--- src/hw/rtl/nae_pkg.sv ---
// nae_pkg: shared types, constants and controller commands of the nnue evaluator
// no dependencies
package nae_pkg;
	localparam int NumFeatures = 45056;
	localparam int HiddenUnits = 256;
	localparam int ClipMax = 255;
	localparam int QuantOut = 64;
	localparam int ScoreScale = 400;
	localparam int ScoreDiv = ClipMax * QuantOut;

	typedef enum logic [2:0] {
		MODE_WR_IN = 3'd0,
		MODE_WR_BIAS = 3'd1,
		MODE_WR_OUT = 3'd2,
		MODE_CLEAR = 3'd3,
		MODE_LOAD = 3'd4,
		MODE_ADD = 3'd5,
		MODE_SUB = 3'd6,
		MODE_EVAL = 3'd7
	} mode_t;

	typedef enum logic [3:0] {
		ST_INIT,
		ST_IDLE,
		ST_WRITE,
		ST_ROW_RD,
		ST_ROW_WAIT,
		ST_ROW_WB,
		ST_EVAL_RD,
		ST_EVAL_WAIT,
		ST_EVAL_MAC,
		ST_SCALE,
		ST_DIV,
		ST_OUT
	} state_t;

	typedef struct packed {
		logic init_wr;
		logic do_write;
		logic row_rd;
		logic row_wb;
		logic eval_rd;
		logic eval_mac;
		logic eval_clr;
		logic scale;
		logic div_start;
		logic div_step;
		logic load_item;
		logic step_lane;
		logic clr_lane;
		logic out_valid;
	} cmd_t;

	typedef struct packed {
		logic lane_last;
		logic div_done;
		logic init_done;
	} stat_t;
endpackage

--- src/hw/rtl/nae_ctrl.sv ---
// nae_ctrl: sequencer of the nnue evaluator
// depends on nae_pkg
module nae_ctrl (
	input logic clk,
	input logic arst_n,
	input logic in_valid,
	input logic [2:0] in_mode,
	input logic in_skip,
	input logic out_ready,
	input nae_pkg::stat_t stat,
	output logic in_ready,
	output nae_pkg::cmd_t cmd
);
	nae_pkg::state_t state_q, state_d;
	logic [2:0] mode_q;

	always_ff @(posedge clk or negedge arst_n) begin
		if (!arst_n) begin
			state_q <= nae_pkg::ST_INIT;
			mode_q <= nae_pkg::MODE_WR_IN;
		end else begin
			state_q <= state_d;
			if (in_valid && in_ready) begin
				mode_q <= in_mode;
			end
		end
	end

	always_comb begin
		state_d = state_q;
		unique case (state_q)
			nae_pkg::ST_INIT: if (stat.init_done) state_d = nae_pkg::ST_IDLE;
			nae_pkg::ST_IDLE: begin
				if (in_valid) begin
					priority if (in_skip) state_d = nae_pkg::ST_IDLE;
					else if (in_mode == nae_pkg::MODE_EVAL) state_d = nae_pkg::ST_EVAL_RD;
					else if (in_mode == nae_pkg::MODE_CLEAR || in_mode == nae_pkg::MODE_LOAD
						|| in_mode == nae_pkg::MODE_ADD || in_mode == nae_pkg::MODE_SUB)
						state_d = nae_pkg::ST_ROW_RD;
					else state_d = nae_pkg::ST_WRITE;
				end
			end
			nae_pkg::ST_WRITE: state_d = nae_pkg::ST_IDLE;
			nae_pkg::ST_ROW_RD: state_d = nae_pkg::ST_ROW_WAIT;
			nae_pkg::ST_ROW_WAIT: state_d = nae_pkg::ST_ROW_WB;
			nae_pkg::ST_ROW_WB: state_d = stat.lane_last ? nae_pkg::ST_IDLE : nae_pkg::ST_ROW_RD;
			nae_pkg::ST_EVAL_RD: state_d = nae_pkg::ST_EVAL_WAIT;
			nae_pkg::ST_EVAL_WAIT: state_d = nae_pkg::ST_EVAL_MAC;
			nae_pkg::ST_EVAL_MAC: state_d = stat.lane_last ? nae_pkg::ST_SCALE
				: nae_pkg::ST_EVAL_RD;
			nae_pkg::ST_SCALE: state_d = nae_pkg::ST_DIV;
			nae_pkg::ST_DIV: if (stat.div_done) state_d = nae_pkg::ST_OUT;
			nae_pkg::ST_OUT: if (out_ready) state_d = nae_pkg::ST_IDLE;
			default: state_d = nae_pkg::ST_INIT;
		endcase
	end

	always_comb begin
		cmd = '0;
		in_ready = 1'b0;
		unique case (state_q)
			nae_pkg::ST_INIT: cmd.init_wr = 1'b1;
			nae_pkg::ST_IDLE: begin
				in_ready = 1'b1;
				cmd.load_item = in_valid;
				cmd.clr_lane = 1'b1;
				cmd.eval_clr = 1'b1;
			end
			nae_pkg::ST_WRITE: cmd.do_write = 1'b1;
			nae_pkg::ST_ROW_RD: cmd.row_rd = 1'b1;
			nae_pkg::ST_ROW_WAIT: ;
			nae_pkg::ST_ROW_WB: begin
				cmd.row_wb = 1'b1;
				cmd.step_lane = 1'b1;
			end
			nae_pkg::ST_EVAL_RD: cmd.eval_rd = 1'b1;
			nae_pkg::ST_EVAL_WAIT: ;
			nae_pkg::ST_EVAL_MAC: begin
				cmd.eval_mac = 1'b1;
				cmd.step_lane = 1'b1;
			end
			nae_pkg::ST_SCALE: cmd.scale = 1'b1;
			nae_pkg::ST_DIV: begin
				cmd.div_step = 1'b1;
				cmd.div_start = 1'b0;
			end
			nae_pkg::ST_OUT: cmd.out_valid = 1'b1;
			default: ;
		endcase
		if (mode_q == nae_pkg::MODE_EVAL && state_q == nae_pkg::ST_SCALE) begin
			cmd.div_start = 1'b1;
		end
	end
endmodule

--- config.mk ---
export PLATFORM = sky130hd
export DESIGN_NAME = nae_ctrl
export DESIGN_NICKNAME = d
export VERILOG_FILES = /design/src/hw/rtl/nae_pkg.sv /design/src/hw/rtl/nae_ctrl.sv
export SDC_FILE = /design/constraint.sdc
export NUM_CORES = 1
export LEC_CHECK = 0
export BUFFER_PORTS_ARGS = -buffer_cell sky130_fd_sc_hd__buf_2
export CAP_MARGIN = 20
export CORE_MARGIN = 1.5
export CORE_UTILIZATION = 50
export DETAILED_ROUTE_END_ITERATION = 16
export PLACE_DENSITY = 0.88
export SYNTH_ARGS = -nofsm -noshare
export SYNTH_HDL_FRONTEND = slang
export SYNTH_SLANG_ARGS = --single-unit
--- constraint.sdc ---
create_clock -name clk -period 2.5 [get_ports clk]
set_clock_uncertainty 0.2 [all_clocks]
set_input_delay 0.125 -clock clk [delete_from_list [all_inputs] [get_ports clk]]
set_output_delay 0.125 -clock clk [all_outputs]
set_load 0.02 [all_outputs]
# After elaboration in Yosys (flattened, before gate mapping)
# Cells that the tools add are included.
# W data, S select, Z words.
[classes] n_reduce_logical=8 shift=0 add_sub_neg=0 div_mod_pow=0 n_lt_le_gt_ge=0 mul=0 n_bitwise=0 muxes=23 eq_ne=21
[ops] op="$pmux W4 S12" count=1
[ops] op="$mux W4" count=5
[ops] op="$eq A4 B3 Y1 const B" count=4
[ops] op="$eq A4 B4 Y1 const B" count=4
[ops] op="$eq A3 B3 Y1 const B" count=5
[ops] op="$mux W1" count=14
[ops] op="$eq A4 B2 Y1 const B" count=2
[ops] op="$ne A2 B2 Y1 const B" count=4
[ops] op="$mux W3" count=2
[ops] op="$eq A4 B1 Y1 const B" count=1
[ops] op="$logic_not A4 Y1" count=1
[ops] op="$reduce_and A4 Y1" count=1
[ops] op="$eq A3 B2 Y1 const B" count=1
[ops] op="$logic_or A1 B1 Y1" count=3
[ops] op="$logic_and A1 B1 Y1" count=2
[ops] op="$mux W2" count=1
[ops] op="$reduce_or A2 Y1" count=1
[totals] reg_bits=7 latchBits=0 in_bits=11 rom_bits=0 wordCells=54 n_memories=0 mem_bits_rw=0

# Logic depth before layout (Yosys ltp)
[depth] ltp_word=9 ltp_mapped=6

# Least setup slack after synthesis
# No wires, ideal clock.
[synth_timing] kind="register -> output" start="reg state_q[1]" end="out cmd[13] (netlist name)" required_ps=2175 stages_incl_launch_ff=4 arrival_ps=1379 path_slack_ps=796 path_cell_list="dfrtp_1 buf_6 buf_2 nor4_1"
[synth_lines] element="from (decl)" line="nae_ctrl.sv:14" source="nae_pkg::state_t state_q, state_d;"
[synth_lines] element="from (signal assigned)" line="nae_ctrl.sv:19" source="state_q <= nae_pkg::ST_INIT;"
[synth_lines] element="from (signal assigned)" line="nae_ctrl.sv:22" source="state_q <= state_d;"
[synth_lines] element="to (decl)" line="nae_ctrl.sv:12" source="output nae_pkg::cmd_t cmd"

==> results.yml <==
power:
  p_total_mw: 0.905
  ir_drop_uv: 678
  switching_share_pct: 48.7
  p_comb_share_pct: 57.3
  power_density_nw_per_um2: 1100
  switchingPower_mw: 0.441
  clockPowerShare_pct: 12.1
  p_int_mw: 0.464
  seqPwrFrac_pct: 30.6
  total_leakage_power_nw: 0.417
route:
  drt_iter0_drc: 18
  vias_per_cell: 5.60
  dr.pass1.iters: 4
  wl_um: 1540
  detailroute.via_count: 633
  drc_errors: 0
  drtAntennaViolNets: 0
  wl_per_cell_um: 13.6
synth:
  synth.area.top_cells: "dfrtp_1 25%, mux2_4 6.5%, buf_6 4.9%"
  syn_nets: 85
  synth_area_um2: 689
  syn_inst: 74
  ys_seq_area_share_pct: 25.4
  synth-seq-cells: 7
  avgSynthCellArea_um2: 9.32
  synth_flop_cell: "dfrtp_1"
  yosysTopAreaCell: "dfrtp_1"
  async_flop_share_pct: 100
  yosys.area.top_type_share_pct: 25.4
  yosysWarnings: 0
  synth_edf_count: 0
  ys_types: 37
clocking:
  cts.sinks: 7
  clk_pin_slew_ns: 0.05
  cts_tree: "built"
  cts_buffer_depth: 2
  cts_root_buf: "clkbuf_4"
  ctsHtreeMaxLevel: 1
  cts-resized-gates: 0
  clkLatencyLatePin_ns: 0.26
  numCtsBuffers: 3
layout:
  fin_cells: 113
  syn_to_final_growth_pct: 19.8
  layout_commonest_cell: "buf_2"
  diodes: 0
  fin_nets: 110
  most-common-layout-cells: "25 x buf_2, 8 x nor2_1, 7 x dfrtp_1"
  drive_gt1_share_pct: 40.8
  fillCellCount: 113
run:
  maxCapViolCount: 0
timing:
  worst_pin_slew_ns: 0.580
  rsz0062_at_grt: "no"
  fin_tns_setup_ns: 0
  setup_viol: 0
  slew_viol_final: 0
  hold_viol: 0
  fin_crit_sh_pct: 89.2
  relSlewSlack_pct: 61.3
  fin_crit_ns: 2.23
  clock.fmax_ghz: 0.449
global_route:
  grt_pass1_vias: 482
  antenna_found_initial: 0
  grt_max_degree: 20
  grt_pass1_wl_um: 2140
  grtUsageTotal_pct: 21.5
  grt.overflow.total: 0
worst_setup_path:
  end_kind: "output pin"
  crit_arrival_ns: 1.90
  critical_path.max_fanout: 19
  critPathRequiredTime_ns: 2.17
  worst_setup_path_start_kind: "register"
  critical_path_class: "register to output pin"
floorplanning:
  core_um2: 1280
  die-area_um2: 1610
  start_util_pct: 53.7
  ios: 26
  die_width_um: 40.1
  die_y_um: 40.1
  rows: 13
placed_design:
  place.gp.congestion: 0.893
  hpwl_um: 1050
  portBuffers: 25
  dp.cells: 105
worst_hold_path:
  min_path_type: "input port to async pin"
status:
  status: "complete, no violations"
-- cells by family after synthesis --
family | count (synthesis) | synth area share (%)
muxes | 8 | 14.3
DFF | 7 | 25.4
and+or+nand+nor | 32 | 31.0
buffers and inverters | 12 | 12.3
AOI/OAI and AO/OA | 15 | 16.9
-- state kept, by name (all words and copies together), names as in the netlist --
register  count
state_q       4
mode_q        3
-- worst max-delay path, stage by stage (launching register included) --
cell      delay [ns]
dfrtp_1         0.71
nand2b_1        0.33
mux2_2          0.36
nor2_1          0.08
buf_2           0.17
-- synthesized netlist by cell type, types with 3 or more instances --
cell type,number
buf_4,4
nand2b_1,4
buf_6,3
nor2_1,8
dfrtp_1,7
nand2_1,3
mux2_4,3
inv_1,3
nor3_1,4
-- power by group through the flow --
stage / combinational (mW) / sequential [mW] / clock (mW)
floorplan: 0.537 / 0.189 / 0
global placement: 0.504 / 0.273 / 0
detailed placement: 0.513 / 0.277 / 0
CTS: 0.520 / 0.276 / 0.111
global route: 0.558 / 0.287 / 0.120
finish: 0.519 / 0.277 / 0.109
-- worst paths after layout --
check	from	endpoint	slack (ns)	cells after the start
max in group asynchronous	arst_n	mode_q[1]$_DFFE_PN0P_	1.90	2
min in group clk	in_valid	mode_q[2]$_DFFE_PN0P_	0.05	3
max	state_q[3]$_DFFE_PN0P_	cmd[2]	0.27	4
min	arst_n	state_q[1]$_DFFE_PN0P_	0.05	2
max reg2reg	state_q[3]$_DFFE_PN0P_	state_q[3]$_DFFE_PN0P_	0.56	4
min reg2reg	mode_q[2]$_DFFE_PN0P_	mode_q[2]$_DFFE_PN0P_	0.31	1
-- stage by stage --
step	setup WS [ns]	utilization (%)	instance area (um2)	hold WS (ns)
final	0.271	64.3	826	0.0515
after global routing	0.125	64.3	826	0.0557
after CTS	0.296	64.3	826	0.00799
after detailed placement	0.588	59.1	759	-0.242
after global placement	0.653	59.1	759	-0.245
after floorplan	0.796	-	689	-0.371
-- timing repair --
item | in CTS | in global routing
hold buffers | 4 | 0
endpoints found under the hold margin | 10 | 0
setup buffers | 0 | 0
endpoints found under the setup margin | 0 | 0
-- metal layers --
metal,up-vias,share of wire [%],wire [um],GRT usage [%]
met3,5,4.2,65,6.67
met5,-,0,0,0
met1,299,43,668,26.6
li1,310,-,-,-
met4,0,2.6,40,15.5
met2,19,50,763,31.0
-- cell type report --
cell class | instances | area (um2) | area share (%)
clock buffers | 4 | 26.3 | 3.18
flip-flops and latches | 7 | 175 | 21.2
inverters | 3 | 11.3 | 1.36
repair buffers | 29 | 165 | 20.0
well taps | 15 | 18.8 | 2.27
multi-input cells | 55 | 429 | 52.0
No activity file was read; power rests on OpenSTA's default activity.
